File: src/rtl/sfq_pkg.sv
// Shared types and constants for the searchable FIFO queue.
`timescale 1ns / 1ps
`default_nettype none

package sfq_pkg;

    localparam int unsigned VAL_W = 32;

    typedef enum logic [1:0] {
        OP_ENQUEUE = 2'd0,
        OP_DEQUEUE = 2'd1,
        OP_PEEK    = 2'd2,
        OP_SEARCH  = 2'd3
    } t_op;

    typedef enum logic [1:0] {
        ST_OK        = 2'd0,
        ST_UNDERFLOW = 2'd1,
        ST_OVERFLOW  = 2'd2
    } t_status;

    // Classified request handed from the front end to the back end
    typedef struct packed {
        t_op                      op;
        logic signed [VAL_W-1:0]  operand;
    } t_cmd;

    // One result item
    typedef struct packed {
        logic signed [VAL_W-1:0]  result_value;
        logic                     found;
        logic                     queue_empty;
        logic                     queue_full;
        t_status                  status;
    } t_rsp;

endpackage

`default_nettype wire

File: src/rtl/sfq_if.sv
// Request and result channel interfaces of the searchable FIFO queue.
`timescale 1ns / 1ps
`default_nettype none

interface sfq_req_if;
    logic               valid;
    logic               ready;
    logic        [1:0]  req_type;
    logic signed [31:0] operand_value;

    modport source (output valid, output req_type, output operand_value, input ready);
    modport sink   (input valid, input req_type, input operand_value, output ready);
endinterface

interface sfq_rsp_if;
    logic               valid;
    logic               ready;
    logic signed [31:0] result_value;
    logic               found;
    logic               queue_empty;
    logic               queue_full;
    logic        [1:0]  status;

    modport source (output valid, output result_value, output found, output queue_empty,
                    output queue_full, output status, input ready);
    modport sink   (input valid, input result_value, input found, input queue_empty,
                    input queue_full, input status, output ready);
endinterface

`default_nettype wire

File: src/rtl/searchable_fifo_queue.sv
// Top level of the searchable FIFO queue: front end, back end and checks.
`timescale 1ns / 1ps
`default_nettype none

// A first-in first-out queue of DEPTH signed 32-bit words with four request
// kinds: enqueue, dequeue, peek at the oldest item and search for a key. Each
// request item gives exactly one result item carrying the dequeued or front
// value, a found flag for searches, empty/full flags after the request and a
// status (ok, underflow on an empty dequeue or peek, overflow on a full
// enqueue; rejected requests leave the queue untouched). A two-entry request
// queue in the front end takes items while the back end is busy or a result
// waits in the output register. In the back end an enqueue, and any request
// that underflows, overflows or searches an empty queue, loads its result
// from the idle state; a dequeue or peek passes through a read state since the
// storage has one registered read port; a search walks the occupied entries
// through that same port, one per cycle, compares the last one from the read
// register and then loads the result once the output register is free. The
// storage needs no clearing after reset: only occupied entries are ever read.

module searchable_fifo_queue #(
    parameter int unsigned DEPTH = 16
) (
    input  wire logic  i_clk,
    input  wire logic  i_rst_n,
    sfq_req_if.sink    i_req,
    sfq_rsp_if.source  o_rsp
);
    import sfq_pkg::*;

    t_cmd  cmd;
    logic  cmd_valid;
    logic  cmd_ready;

    // request decode and buffering
    sfq_front u_front (
        .i_clk       (i_clk),
        .i_rst_n     (i_rst_n),
        .i_req       (i_req),
        .o_cmd       (cmd),
        .o_cmd_valid (cmd_valid),
        .i_cmd_ready (cmd_ready)
    );

    // storage, pointers and execution
    sfq_back #(
        .DEPTH (DEPTH)
    ) u_back (
        .i_clk       (i_clk),
        .i_rst_n     (i_rst_n),
        .i_cmd       (cmd),
        .i_cmd_valid (cmd_valid),
        .o_cmd_ready (cmd_ready),
        .o_rsp       (o_rsp)
    );

    // a stalled item between front and back end holds still
    a_cmd_hold: assert property (@(posedge i_clk) disable iff (!i_rst_n)
        cmd_valid && !cmd_ready |=> cmd_valid && $stable(cmd))
        else $error("front-to-back item changed while stalled");

    // underflow only on an empty queue, with a zero value
    a_underflow: assert property (@(posedge i_clk) disable iff (!i_rst_n)
        o_rsp.valid && (o_rsp.status == ST_UNDERFLOW) |->
            o_rsp.queue_empty && (o_rsp.result_value == '0) && !o_rsp.found)
        else $error("underflow result inconsistent");

    // overflow only on a full queue
    a_overflow: assert property (@(posedge i_clk) disable iff (!i_rst_n)
        o_rsp.valid && (o_rsp.status == ST_OVERFLOW) |->
            o_rsp.queue_full && (o_rsp.result_value == '0))
        else $error("overflow result inconsistent");

    // empty and full are exclusive
    a_flags: assert property (@(posedge i_clk) disable iff (!i_rst_n)
        o_rsp.valid |-> !(o_rsp.queue_empty && o_rsp.queue_full))
        else $error("queue reported empty and full at once");

endmodule

`default_nettype wire

File: src/rtl/sfq_front.sv
// Front end: accepts request items, decodes them and holds them in a two-entry queue.
`timescale 1ns / 1ps
`default_nettype none

module sfq_front (
    input  wire logic          i_clk,
    input  wire logic          i_rst_n,
    sfq_req_if.sink            i_req,
    output sfq_pkg::t_cmd      o_cmd,
    output logic               o_cmd_valid,
    input  wire logic          i_cmd_ready
);
    import sfq_pkg::*;

    t_cmd        r_q [2];
    logic        r_wp, r_rp;
    logic [1:0]  r_cnt;
    logic        n_wp, n_rp;
    logic [1:0]  n_cnt;
    logic        push, pop;
    t_cmd        decoded;

    assign i_req.ready = (r_cnt != 2'd2);
    assign o_cmd_valid = (r_cnt != 2'd0);
    assign o_cmd       = r_q[r_rp];

    assign push = i_req.valid && i_req.ready;
    assign pop  = o_cmd_valid && i_cmd_ready;

    always_comb begin
        decoded.op      = t_op'(i_req.req_type);
        decoded.operand = i_req.operand_value;
        n_wp  = push ? ~r_wp : r_wp;
        n_rp  = pop  ? ~r_rp : r_rp;
        n_cnt = r_cnt + 2'(push) - 2'(pop);
    end

    always_ff @(posedge i_clk) begin
        if (push) begin
            r_q[r_wp] <= decoded;
        end
        if (!i_rst_n) begin
            r_wp  <= 1'b0;
            r_rp  <= 1'b0;
            r_cnt <= 2'd0;
        end else begin
            r_wp  <= n_wp;
            r_rp  <= n_rp;
            r_cnt <= n_cnt;
        end
    end

endmodule

`default_nettype wire

File: src/rtl/sfq_back.sv
// Back end: ring storage, head/tail/count, request execution and the result register.
`timescale 1ns / 1ps
`default_nettype none

module sfq_back #(
    parameter int unsigned DEPTH = 16
) (
    input  wire logic          i_clk,
    input  wire logic          i_rst_n,
    input  sfq_pkg::t_cmd      i_cmd,
    input  wire logic          i_cmd_valid,
    output logic               o_cmd_ready,
    sfq_rsp_if.source          o_rsp
);
    import sfq_pkg::*;

    localparam int unsigned IW = (DEPTH > 1) ? $clog2(DEPTH) : 1;
    localparam int unsigned CW = $clog2(DEPTH + 1);

    typedef enum logic [1:0] {
        S_IDLE,
        S_READ,
        S_SCAN
    } t_state;

    function automatic logic [IW-1:0] f_next(input logic [IW-1:0] idx);
        return (idx == IW'(DEPTH - 1)) ? '0 : idx + IW'(1);
    endfunction

    logic [VAL_W-1:0]        mem [DEPTH];
    logic [VAL_W-1:0]        r_rd_data;

    t_state                  r_state, n_state;
    logic [IW-1:0]           r_head, n_head;
    logic [IW-1:0]           r_tail, n_tail;
    logic [CW-1:0]           r_count, n_count;
    logic [IW-1:0]           r_scan, n_scan;
    logic [CW-1:0]           r_left, n_left;
    logic                    r_pend, n_pend;
    logic                    r_found, n_found;
    logic signed [VAL_W-1:0] r_key, n_key;
    t_rsp                    r_out, n_out;
    logic                    r_out_valid, n_out_valid;

    logic                    wr_en, rd_en;
    logic [IW-1:0]           rd_addr;
    logic                    out_free;
    logic                    load;
    logic signed [VAL_W-1:0] ld_value;
    logic                    ld_found;
    t_status                 ld_status;

    assign out_free = !r_out_valid || o_rsp.ready;

    always_comb begin
        n_state     = r_state;
        n_head      = r_head;
        n_tail      = r_tail;
        n_count     = r_count;
        n_scan      = r_scan;
        n_left      = r_left;
        n_pend      = r_pend;
        n_found     = r_found;
        n_key       = r_key;
        n_out       = r_out;
        n_out_valid = r_out_valid && !o_rsp.ready;
        wr_en       = 1'b0;
        rd_en       = 1'b0;
        rd_addr     = r_head;
        o_cmd_ready = 1'b0;
        load        = 1'b0;
        ld_value    = '0;
        ld_found    = 1'b0;
        ld_status   = ST_OK;

        case (r_state)
            S_IDLE: begin
                o_cmd_ready = out_free;
                if (i_cmd_valid && out_free) begin
                    case (i_cmd.op)
                        OP_ENQUEUE: begin
                            load = 1'b1;
                            if (r_count == CW'(DEPTH)) begin
                                ld_status = ST_OVERFLOW;
                            end else begin
                                wr_en   = 1'b1;
                                n_tail  = f_next(r_tail);
                                n_count = r_count + CW'(1);
                            end
                        end
                        OP_DEQUEUE, OP_PEEK: begin
                            if (r_count == '0) begin
                                load      = 1'b1;
                                ld_status = ST_UNDERFLOW;
                            end else begin
                                rd_en   = 1'b1;
                                n_state = S_READ;
                                if (i_cmd.op == OP_DEQUEUE) begin
                                    n_head  = f_next(r_head);
                                    n_count = r_count - CW'(1);
                                end
                            end
                        end
                        OP_SEARCH: begin
                            if (r_count == '0) begin
                                load = 1'b1;
                            end else begin
                                n_key   = i_cmd.operand;
                                n_found = 1'b0;
                                n_scan  = r_head;
                                n_left  = r_count;
                                n_pend  = 1'b0;
                                n_state = S_SCAN;
                            end
                        end
                        default: ;
                    endcase
                end
            end
            S_READ: begin
                if (out_free) begin
                    load     = 1'b1;
                    ld_value = r_rd_data;
                    n_state  = S_IDLE;
                end
            end
            S_SCAN: begin
                // one stored entry read per cycle, compared once its registered read data is back
                if (r_left != '0) begin
                    rd_en   = 1'b1;
                    rd_addr = r_scan;
                    n_scan  = f_next(r_scan);
                    n_left  = r_left - CW'(1);
                    n_pend  = 1'b1;
                end else begin
                    n_pend  = 1'b0;
                end
                if (r_pend && (r_rd_data == r_key)) begin
                    n_found = 1'b1;
                end
                if ((r_left == '0) && !r_pend && out_free) begin
                    load     = 1'b1;
                    ld_found = r_found;
                    n_state  = S_IDLE;
                end
            end
            default: n_state = S_IDLE;
        endcase

        if (load) begin
            n_out.result_value = ld_value;
            n_out.found        = ld_found;
            n_out.queue_empty  = (n_count == '0);
            n_out.queue_full   = (n_count == CW'(DEPTH));
            n_out.status       = ld_status;
            n_out_valid        = 1'b1;
        end
    end

    // storage ring: one write port, one registered read port
    always_ff @(posedge i_clk) begin
        if (wr_en) begin
            mem[r_tail] <= i_cmd.operand;
        end
        if (rd_en) begin
            r_rd_data <= mem[rd_addr];
        end
    end

    always_ff @(posedge i_clk) begin
        r_scan  <= n_scan;
        r_left  <= n_left;
        r_found <= n_found;
        r_key   <= n_key;
        r_out   <= n_out;
        if (!i_rst_n) begin
            r_state     <= S_IDLE;
            r_head      <= '0;
            r_tail      <= '0;
            r_count     <= '0;
            r_pend      <= 1'b0;
            r_out_valid <= 1'b0;
        end else begin
            r_state     <= n_state;
            r_head      <= n_head;
            r_tail      <= n_tail;
            r_count     <= n_count;
            r_pend      <= n_pend;
            r_out_valid <= n_out_valid;
        end
    end

    assign o_rsp.valid        = r_out_valid;
    assign o_rsp.result_value = r_out.result_value;
    assign o_rsp.found        = r_out.found;
    assign o_rsp.queue_empty  = r_out.queue_empty;
    assign o_rsp.queue_full   = r_out.queue_full;
    assign o_rsp.status       = r_out.status;

endmodule

`default_nettype wire
File: src/flat_wrapper.sv
// flat-port wrapper written by rule: the top's interface ports become plain ports
module searchable_fifo_queue_flat import sfq_pkg::*;
#(
    parameter int unsigned DEPTH = 16
)
  (i_clk, i_rst_n, i_req_valid, i_req_req_type, i_req_operand_value, i_req_ready, o_rsp_valid, o_rsp_result_value, o_rsp_found, o_rsp_queue_empty, o_rsp_queue_full, o_rsp_status, o_rsp_ready);
  sfq_req_if i_req_i ();
  sfq_rsp_if o_rsp_i ();
  input  wire logic i_clk;
  input  wire logic i_rst_n;
  input wire logic [$bits(i_req_i.valid)-1:0] i_req_valid;
  input wire logic [$bits(i_req_i.req_type)-1:0] i_req_req_type;
  input wire logic [$bits(i_req_i.operand_value)-1:0] i_req_operand_value;
  output wire logic [$bits(i_req_i.ready)-1:0] i_req_ready;
  output wire logic [$bits(o_rsp_i.valid)-1:0] o_rsp_valid;
  output wire logic [$bits(o_rsp_i.result_value)-1:0] o_rsp_result_value;
  output wire logic [$bits(o_rsp_i.found)-1:0] o_rsp_found;
  output wire logic [$bits(o_rsp_i.queue_empty)-1:0] o_rsp_queue_empty;
  output wire logic [$bits(o_rsp_i.queue_full)-1:0] o_rsp_queue_full;
  output wire logic [$bits(o_rsp_i.status)-1:0] o_rsp_status;
  input wire logic [$bits(o_rsp_i.ready)-1:0] o_rsp_ready;
  assign i_req_i.valid = i_req_valid;
  assign i_req_i.req_type = i_req_req_type;
  assign i_req_i.operand_value = i_req_operand_value;
  assign i_req_ready = i_req_i.ready;
  assign o_rsp_valid = o_rsp_i.valid;
  assign o_rsp_result_value = o_rsp_i.result_value;
  assign o_rsp_found = o_rsp_i.found;
  assign o_rsp_queue_empty = o_rsp_i.queue_empty;
  assign o_rsp_queue_full = o_rsp_i.queue_full;
  assign o_rsp_status = o_rsp_i.status;
  assign o_rsp_i.ready = o_rsp_ready;
  searchable_fifo_queue #(.DEPTH(DEPTH)) u_core (.i_clk(i_clk), .i_rst_n(i_rst_n), .i_req(i_req_i), .o_rsp(o_rsp_i));
endmodule
File: config.mk
export PLATFORM = sky130hd
export DESIGN_NAME = searchable_fifo_queue_flat
export DESIGN_NICKNAME = d
export VERILOG_FILES = /design/src/rtl/sfq_pkg.sv /design/src/rtl/sfq_if.sv /design/src/rtl/searchable_fifo_queue.sv /design/src/rtl/sfq_front.sv /design/src/rtl/sfq_back.sv /design/src/flat_wrapper.sv
export SDC_FILE = /design/constraint.sdc
export NUM_CORES = 1
export LEC_CHECK = 0
export ABC_AREA = 1
export BUFFER_PORTS_ARGS = -buffer_cell sky130_fd_sc_hd__buf_4
export CAP_MARGIN = 20
export CORE_AREA = 5 5 303 305
export CTS_BUF_LIST = sky130_fd_sc_hd__clkbuf_4 sky130_fd_sc_hd__clkbuf_8
export DETAILED_ROUTE_END_ITERATION = 16
export DIE_AREA = 0 0 308 310
export GPL_TIMING_DRIVEN = 0
export HOLD_SLACK_MARGIN = 0.1
export SYNTH_ARGS = -nofsm -noshare
export SYNTH_HDL_FRONTEND = slang
export SYNTH_SLANG_ARGS = --single-unit
File: constraint.sdc
create_clock -name i_clk -period 4 [get_ports i_clk]
set_input_delay 0.4 -clock i_clk [delete_from_list [all_inputs] [get_ports i_clk]]
set_output_delay 0.4 -clock i_clk [all_outputs]
set_load 0.03 [all_outputs]
# Word level (Yosys, flattened, before mapping)
# Memory sizes are Yosys's and may differ from the RTL's. A register that Yosys moved wholly into a read port is not among the register bits.
# Cells that the tools add are included.
[totals]
inputBits = 38
reg_bits = 100
mem_count = 2
mem_bits_rw = 580
wordCells = 145
[mem_list]
columns = ["name", "depth", "word_bits", "read_ports", "rd_clocked_by_memory_dff", "wr", "line", "rtl"]
rows = [
  ["u_core.u_back.mem", 16, 32, 1, 1, 1, "sfq_back.sv:30", "logic [VAL_W-1:0] mem [DEPTH];"],
  ["u_core.u_front.r_q", 2, 34, 1, 1, 1, "sfq_front.sv:15", "t_cmd r_q [2];"],
]
[classes]
muxes = 60
n_eq_ne = 22
addsub = 8
bitwise = 4
reduce_logical = 31
[ops]
columns = ["operator", "count"]
rows = [
  ["two-way mux 5 bit", 9],
  ["two-way mux 4 bit", 9],
  ["== test 32 bit", 1],
  ["two-way mux 1 bit", 25],
  ["case mux 5 bit (2 select lines)", 2],
  ["zero test 5 bit", 3],
  ["AND reduction 5 bit", 3],
  ["inequality test 2 bit, second input constant", 7],
  ["adder 4 x 1 -> 4 bit, second input constant", 3],
  ["== test 4 bit, second input constant", 3],
  ["two-way mux 2 bit", 6],
  ["AND reduction 4 bit", 3],
  ["== test 5 bit, second input constant", 2],
  ["subtractor 5 x 1 -> 5 bit, second input constant", 2],
  ["case mux 1 bit (2 select lines)", 4],
  ["case mux 2 bit (2 select lines)", 2],
  ["case mux 4 bit (2 select lines)", 1],
  ["logical AND 1 bit", 7],
  ["== test 2 bit, second input constant", 3],
  ["inequality test 3 bit, second input constant", 2],
  ["case mux 2 bit (3 select lines)", 1],
  ["AND reduction 2 bit", 3],
  ["AND reduction 6 bit", 1],
  ["adder 5 x 1 -> 5 bit, second input constant", 1],
  ["other kinds (14)", 22],
]

# Depth between registers and ports, before layout
# Gate-level depths: netlist of the first run.
[logic_depth]
ltp_word = 7
mapped_depth = 16

# Modules after synthesis
# A second synthesis of the first run with hierarchy kept.
[hier_totals]
hier_cells = 2812
area_unflattened_um2 = 30870.9
[modules_own_cells]
columns = ["module", "area_each_um2", "cells_per_inst", "instances"]
rows = [
  ["sfq_back", 28021.9, 2670, 1],
  ["sfq_front", 2849.0, 142, 1],
]

# Worst setup path before layout of the first run
# No wires, ideal clock.
[synth_path]
kind = "reg2reg"
startpoint = "reg (tool-made name)"
endpoint = "reg u_core.u_back.r_rd_data[0] (read register of u_core.u_back.mem), enable pin"
period_less_slack_ns = 4.396
setup_time_ns = 0.466
stages_incl_launch_ff = 7
required_ns = 3.534
path_slack_ns = -0.396
arrival_ns = 3.930
path_cell_list = "dfxtp_1 clkbuf_1 clkbuf_1 o21ai_0 ha_1 nand2_1 o21ai_0"
[synth_lines]
columns = ["element", "line", "rtl"]
rows = [
  ["to (decl)", "sfq_back.sv:31", "logic [VAL_W-1:0] r_rd_data;"],
]

==> summary.md, run 1 <==
| Metric | Value |
|---|---|
| Status | finished clean |
| Sw power | 8.924 mW |
| DP Area | 33420 sq um |
| Top_reg_cell synth | edfxtp_1 |
| H-tree depth | 3 |
| Yosys top cell by area | edfxtp_1 |
| Final Max Tran Viols | 0 |
| Core footprint | 89050 sq um |
| Via count | 20810 |
| WL met3 | 8.825 mm |
| Gr ovfl total | 0 |
| Sequential share of the synthesized area | 68.93% |
| First-pass GRT wire length | 127.5 mm |
| Static leakage | 14.85 nW |
| Fin crit period | 3.793 ns |
| F_max | 263.6 MHz |
| Post-Route WL | 87.56 mm |
| Asr flop ratio synth | 0% |
| Clock share of power | 25.4% |
| DRT iter0 DRCs | 2123 |
| Power Density | 669.6 nW/um^2 |
| Fin. Hold Viols | 0 |
| Area growth from synthesis to layout | 17.39% |
| Flop pwr share | 42.0% |
| CTS tree | done |
| Via/cell ratio | 4.809 |
| Number of global-route vias before repair | 20110 |
| Tot GR Track Use | 18.01% |
| Routed Antenna Nets | 0 |
| Critical path startpoint category | flop |
| Finished Layout Cells | 4326 |
| Largest net degree at the start of global routing | 34 |
| I/O Pins | 77 |
| Hold Path Depth | 2 |
| Hold crit path type | in2reg |
| CTS Sinks | 713 |
| Critical Path End Type | flop |
| Crit-path max cell delay | 0.62 ns |
| Comb pwr share | 32.6% |
| Critical-path cell list | clkbuf_1, clkbuf_2, nand2_1, o21ai_0, ha_1, nand2_1, nor2_2, nand2_1, nor2_4, buf_16 |
| Hold path startpoint | i_req_operand_value[7] |
| Clk root buf | clkbuf_8 |
| Met2 WL | 39.54 mm |
| DR WL/cell | 20.24 microns |
| Total CTS buffers | 113 |
| PortBufs | 76 |
| Die ar. | 95480 sq um |
| Crit path buf inv count | 3 |
| Clock Latency Late Sink | 0.74 ns |
| Crit Path Category | reg2reg |
| Crit path top cell by count | nand2_1 |
| Yosys reg bits | 713 |
| Synthesized cell area | 30740 sq um |
| CTS clk-pin slew, worst paths | 0.06 ns |
| Setup TNS Final | 0 ns |
| # setup viols final | 0 |
| Yosys top cell area share | 67.49% |
| RSZ-0062 raised after global routing | no |
| Placed cells | 4074 |
| EDFF count, synth | 691 |
| Top Layer Used | met4 |
| Sequential Area | 21190 sq um |
| Max_cap viols | 0 |
| Count leader, synth | edfxtp_1 |
| Rows | 110 |
| Largest cells by area after synthesis | edfxtp_1 67%, nand3_1 10%, inv_1 7.3%, nand2_1 5.8%, dfxtp_1 1.4% |
| Die H | 310 microns |
| Max-slew headroom | 33.96% |
| Area of the multi-input gates | 6716 sq um |
| Clock tree buffer depth | 3 |
| Critical path arrival | 4.21 ns |
| Fin Clk Skew | 0.03643 ns |
| Share of cells above drive strength 1 | 14.33% |
| Synthesized net count | 2856 |
| Initial core utilization | 34.52% |
| Post-layout worst setup margin | 0.2067 ns |
| R2r worst-path depth | 10 |
| Final Instance Area | 36090 sq um |
| Worst-margin pin slew | 0.9860 ns |
| Max IR drop VDD | 484.4 uV |
| Stages on the worst setup path | 10 |
| WP data required | 4.42 ns |
| Initial antenna violation count | 7 |
| Overall Power | 24.17 mW |
| Mean Syn Cell Area | 10.97 sq um |
| CP max-delay cell | nor2_4 |
| Period utilisation layout | 94.83% |
| Switching share of power | 36.93% |
| DP HPWL | 59.88 mm |
| Dpl ws | -0.3139 ns |
| Highest fanout seen on the critical path | 18 |
| Final nets | 3108 |
| GPL Wtd Cong | 0.8447 |
| Synth top cells by count | 691 x edfxtp_1, 640 x nand3_1, 597 x inv_1 |
| WL met1 | 36.82 mm |
| Ys Warns | 0 |
| 1st-pass router iterations | 6 |
| Internal | 15.24 mW |
| Synth cell types | 34 |
| # DRC | 0 |
| Fill count | 8389 |
| Die Wd | 308 microns |
| Post-Synthesis Cells | 2802 |
| CP delay by family, top | simple AND/OR/NAND/NOR gates |
[per-stage QoR]
step / util, % / hold slack (ns)
floorplan: - / 0.4432
global placement: 36.82 / 0.4629
detailed placement: 37.53 / 0.4749
CTS: 40.49 / 0.3442
global route: 40.52 / 0.3508
finish: 40.53 / 0.3987
[layout make-up]
class	instances	share of cell area (%)
timing repair buffer	137	4.132
clock inverter	46	0.7419
buffer	131	2.032
sequential	713	58.71
clock buffer	162	5.415
multi-input combinational	1357	18.61
antenna	3	0.02080
inverter	601	6.258
tap	1176	4.077
[cell usage in the layout (no fill, tap or decap), drive strengths merged]
master | synthesis | layout
edfxtp | 691 | 691
buf | 100 | 200
bufinv | 0 | 2
inv | 601 | 603
nor2 | 87 | 87
diode | 0 | 3
a31oi | 1 | 1
clkinvlp | 0 | 5
dfxtp | 22 | 22
o22ai | 4 | 4
mux2 | 32 | 32
or2 | 4 | 4
xor2 | 9 | 9
nand4 | 7 | 7
o21a | 4 | 4
nor3 | 9 | 9
xnor2 | 12 | 12
clkbuf | 31 | 193
o31ai | 1 | 1
o221ai | 1 | 1
o21ai | 29 | 29
a211oi | 1 | 1
dlygate4sd3 | 0 | 37
clkinv | 0 | 37
nand3 | 640 | 640
o211ai | 1 | 1
nand2 | 484 | 484
a21oi | 15 | 15
ha | 16 | 16
[flip-flops by register name, summed over array words and instances, names as in the netlist, named ones only]
| name | count |
|---|---|
| u_core.u_back.r_count | 5 |
| u_core.u_back.r_scan | 4 |
| u_core.u_back.r_state | 2 |
| u_core.u_back.o_rsp.status | 2 |
| u_core.u_back.o_rsp.queue_empty | 1 |
| u_core.u_back.o_rsp.found | 1 |
| u_core.u_back.r_rd_data | 32 |
| u_core.u_front.r_rp | 1 |
| u_core.u_back.r_found | 1 |
| u_core.u_back.r_key | 32 |
| u_core.u_front.r_wp | 1 |
| u_core.u_front.r_cnt | 2 |
| u_core.u_back.mem | 512 |
| u_core.u_back.r_pend | 1 |
| u_core.u_back.r_left | 5 |
| u_core.u_back.o_rsp.valid | 1 |
| u_core.u_front.r_q | 68 |
| u_core.u_back.o_rsp.result_value | 32 |
| u_core.u_back.r_tail | 4 |
| u_core.u_back.r_head | 4 |
| u_core.u_back.o_rsp.queue_full | 1 |
[cell families (layout without fill, tap and decap cells)]
| kind of cell | Yosys count | in the layout | synth area share, % |
|---|---|---|---|
| AND/OR/NAND/NOR | 1231 | 1231 | 17.89 |
| flip-flops | 713 | 713 | 68.93 |
| adder cells (fa/ha/maj) | 16 | 16 | 0.6512 |
| buffers and inverters | 732 | 1077 | 9.719 |
| multiplexers | 32 | 32 | 1.172 |
| AO/OA/AOI/OAI | 57 | 57 | 1.042 |
| XOR/XNOR | 21 | 21 | 0.5983 |
| other | 0 | 3 | 0 |
[what timing repair did]
item | 4_1_cts | 5_1_grt
setup buffers | 2 | 2
hold buffers | 37 | 0
pin swaps | 1 | 1
setup endpoints to repair | 281 | 42
gates resized for setup | 1 | 2
hold endpoints to repair | 79 | 0
[worst paths after layout]
check	endpoint	slack [ns]
worst min-delay path	u_core.u_front.r_q[0][7]	0.40
worst min register to register	u_core.u_front.r_cnt[1]	0.49
worst max register to register	u_core.u_back.mem[5][27]	0.21
worst max-delay path	u_core.u_back.mem[5][27]	0.21
[per-layer routing]
| layer | track usage [%] | vias to the layer above |
|---|---|---|
| li1 | - | 9781 |
| met1 | 24.72 | 9942 |
| met2 | 28.68 | 914 |
| met3 | 4.540 | 168 |
| met4 | 5.159 | 0 |
| met5 | 0 | - |
[power groups by stage]
stage	registers [mW]	clock network [mW]	logic, mW
final	10.1	6.15	7.88
after global placement	10.4	0	7.45
after global routing	10.2	6.58	8.48
after floorplan	10.6	0	4.21
after CTS	10.1	6.22	7.79
after detailed placement	10.3	0	7.74
(Power assumes the default switching activity.)
==> run 2: changes to the inputs <==
CORE_AREA = 5 5 357 359   (was 5 5 303 305)
DIE_AREA = 0 0 362 364   (was 0 0 308 310)
==> summary.md, run 2 (same netlist as run 1, synthesis figures left out) <==
| Metric | Value |
|---|---|
| Crit path top cell by count | nand2_1 |
| Max IR drop VDD | 436.9 uV (-9.8%) |
| Clock Latency Late Sink | 0.76 ns (+0.02 ns) |
| Crit Path Category | reg2reg |
| Area of the multi-input gates | 6716 sq um (unchanged) |
| DR WL/cell | 19.34 microns (-4.4%) |
| Met2 WL | 42.03 mm (+6.3%) |
| PortBufs | 76 (unchanged) |
| Max reg flops | 512 (unchanged) |
| Top Layer Used | met4 |
| Overall Power | 24.84 mW (+2.8%) |
| Max-slew headroom | 42.88% (+8.9 points) |
| Clock share of power | 25.5% (about the same) |
| Internal | 15.45 mW (+1.4%) |
| Die H | 364 microns (+17%) |
| Most frequent cells in the layout | 691 x edfxtp_1, 639 x nand3_1, 597 x inv_1 |
| Final Max Tran Viols | 0 (unchanged) |
| Crit-path max cell delay | 0.62 ns (about the same) |
| First-pass GRT wire length | 131.7 mm (+3.3%) |
| Worst-margin pin slew | 0.8567 ns (-0.1293 ns) |
| Die Wd | 362 microns (+18%) |
| Hold Path End | u_core.u_back.o_rsp.valid |
| Core footprint | 123500 sq um (+39%) |
| H-tree depth | 3 (unchanged) |
| CTS tree | done |
| Gr ovfl total | 0 (unchanged) |
| Period utilisation layout | 87.49% (-7.3 points) |
| Post-Route WL | 92.74 mm (+5.9%) |
| WL met3 | 9.415 mm (+6.7%) |
| Final nets | 3113 (+0.16%) |
| Finished Layout Cells | 4795 (+11%) |
| Die ar. | 131800 sq um (+38%) |
| 1st-pass router iterations | 7 (+1) |
| Routed Antenna Nets | 0 (unchanged) |
| Hold Path Depth | 6 (+4) |
| Hold path startpoint | o_rsp_ready |
| CP max-delay cell | nor2_4 |
| Fin crit period | 3.499 ns (-0.2938 ns) |
| Initial core utilization | 24.90% (-9.6 points) |
| Fill count | 12550 (+50%) |
| Placed cells | 4536 (+11%) |
| Crit path buf inv count | 3 (unchanged) |
| Critical path arrival | 3.96 ns (-0.25 ns) |
| Fin Clk Skew | 0.04661 ns (+0.01018 ns) |
| Sequential Area | 21190 sq um (unchanged) |
| Largest register by flop count | u_core.u_back.mem |
| Largest regs | u_core.u_back.mem (512), u_core.u_front.r_q (68) |
| Flop pwr share | 40.8% (-1.2 points) |
| # setup viols final | 0 (unchanged) |
| Critical path startpoint category | flop |
| RSZ-0062 raised after global routing | no |
| Largest net degree at the start of global routing | 34 (unchanged) |
| Hold crit path type | in2reg |
| R2r worst-path depth | 10 (unchanged) |
| Via count | 21150 (+1.7%) |
| Number of global-route vias before repair | 19890 (-1.1%) |
| # DRC | 0 (unchanged) |
| GPL Wtd Cong | 0.9211 (+9.0%) |
| Total CTS buffers | 115 (+1.8%) |
| DP HPWL | 61.69 mm (+3.0%) |
| Comb pwr share | 33.7% (+1.1 points) |
| RR Endpoint | u_core.u_back.mem[5][12] |
| Critical Path End Type | flop |
| WL met1 | 37.75 mm (+2.5%) |
| Static leakage | 14.93 nW (+0.53%) |
| Highest fanout seen on the critical path | 18 (unchanged) |
| CP delay by family, top | simple AND/OR/NAND/NOR gates |
| Via/cell ratio | 4.411 (-8.3%) |
| Rows | 129 (+17%) |
| Worst R2R Setup Slack | 0.50 ns (+0.29 ns) |
| Tot GR Track Use | 13.51% (-4.5 points) |
| CTS Sinks | 713 (unchanged) |
| CTS clk-pin slew, worst paths | 0.06 ns (about the same) |
| DRT iter0 DRCs | 2349 (+11%) |
| I/O Pins | 77 (unchanged) |
| Area growth from synthesis to layout | 19.75% |
| Clock tree buffer depth | 3 (unchanged) |
| Switching share of power | 37.81% (+0.88 points) |
| Power Density | 674.8 nW/um^2 (+0.78%) |
| Fin. Hold Viols | 0 (unchanged) |
| Initial antenna violation count | 16 (+9) |
| Clk root buf | clkbuf_8 |
| Sw power | 9.393 mW (+5.3%) |
| Critical-path cell list | clkbuf_1, clkbuf_2, nand2_1, o21ai_0, ha_1, nand2_1, nor2_2, nand2_1, nor2_4, buf_16 |
| Fin util | 29.82% (-11 points) |
| Status | finished clean |
| F_max | 285.8 MHz (+8.4%) |
| WP data required | 4.46 ns (+0.04 ns) |
| Share of cells above drive strength 1 | 14.68% (+0.34 points) |
| Hold_ws | 0.2021 ns (-0.1966 ns) |
| Commonest non-fill, non-tap cell in the layout | edfxtp_1 |
| Max_cap viols | 0 (unchanged) |
run 2: changes by cell type in the layout (fill, tap and decap cells not counted), moves of 3 or more:
| cell | delta |
|---|---|
| buf_12 | +7 |
| buf_16 | -3 |
| clkbuf_4 | +8 |
| clkbuf_8 | +7 |
| clkinv_1 | -4 |
| clkinv_2 | -5 |
run 2: worst reg2reg max path, stage by stage (launching register included):
cell	delay, ns
dfxtp_1	0.30
clkbuf_1	0.41
clkbuf_2	0.35
nand2_1	0.08
o21ai_0	0.21
ha_1	0.31
nand2_1	0.12
nor2_2	0.21
nand2_1	0.32
nor2_4	0.63
buf_16	0.26
run 2: through the flow:
stage,worst slack [ns],TNS (ns),cell area (sq um)
final,0.5005,0,36820
after global routing,0.2077,0,36810
after CTS,0.1710,0,36680
after detailed placement,0.1923,0,33990
after global placement,-1.818,-775.28,33360
after floorplan,0.3937,0,30740
run 2: layer usage:
layer | vias to the layer above | global-route usage (%)
met4 | 0 | 5.202
met3 | 177 | 3.283
li1 | 9796 | -
met2 | 991 | 21.41
met1 | 10190 | 17.95
met5 | - | 0
run 2: power by group through the flow:
stage	Sequential, mW	Combinational, mW	Clock (mW)
2_1_floorplan	10.6	4.21	0
3_3_place_gp	10.4	7.94	0
3_5_place_dp	10.3	8.25	0
4_1_cts	10.2	8.30	6.42
5_1_grt	10.2	8.90	6.74
6_report	10.1	8.37	6.34
run 2: repair_timing:
item                                   4_1_cts  5_1_grt
hold buffers                                36        0
endpoints found under the hold margin       78        0
resized for setup                            0        2
buffers inserted                             0        6
setup endpoints to repair                    0       35
run 2: final cells by class:
type	instances	area share, %
well taps	1637	5.563
inverters	601	6.128
plain buffers	131	1.992
diodes	3	0.02039
flip-flops and latches	713	57.56
clock buffers	177	5.733
multi-input cells	1357	18.24
clock inverters	36	0.5812
repair buffers	140	4.180
run 2: worst max path at each step:
stage                     from                        to  slack [ns]  cells after the start
after floorplan           flop  u_core.u_back.mem[11][0]        0.39                      9
after global placement    flop  u_core.u_back.mem[0][11]       -1.82                      9
after detailed placement  flop  u_core.u_back.mem[0][10]        0.19                     10
after CTS                 flop  u_core.u_back.mem[0][22]        0.17                     10
after global routing      flop  u_core.u_back.mem[13][6]        0.21                     10
final                     flop  u_core.u_back.mem[5][12]        0.50                     10
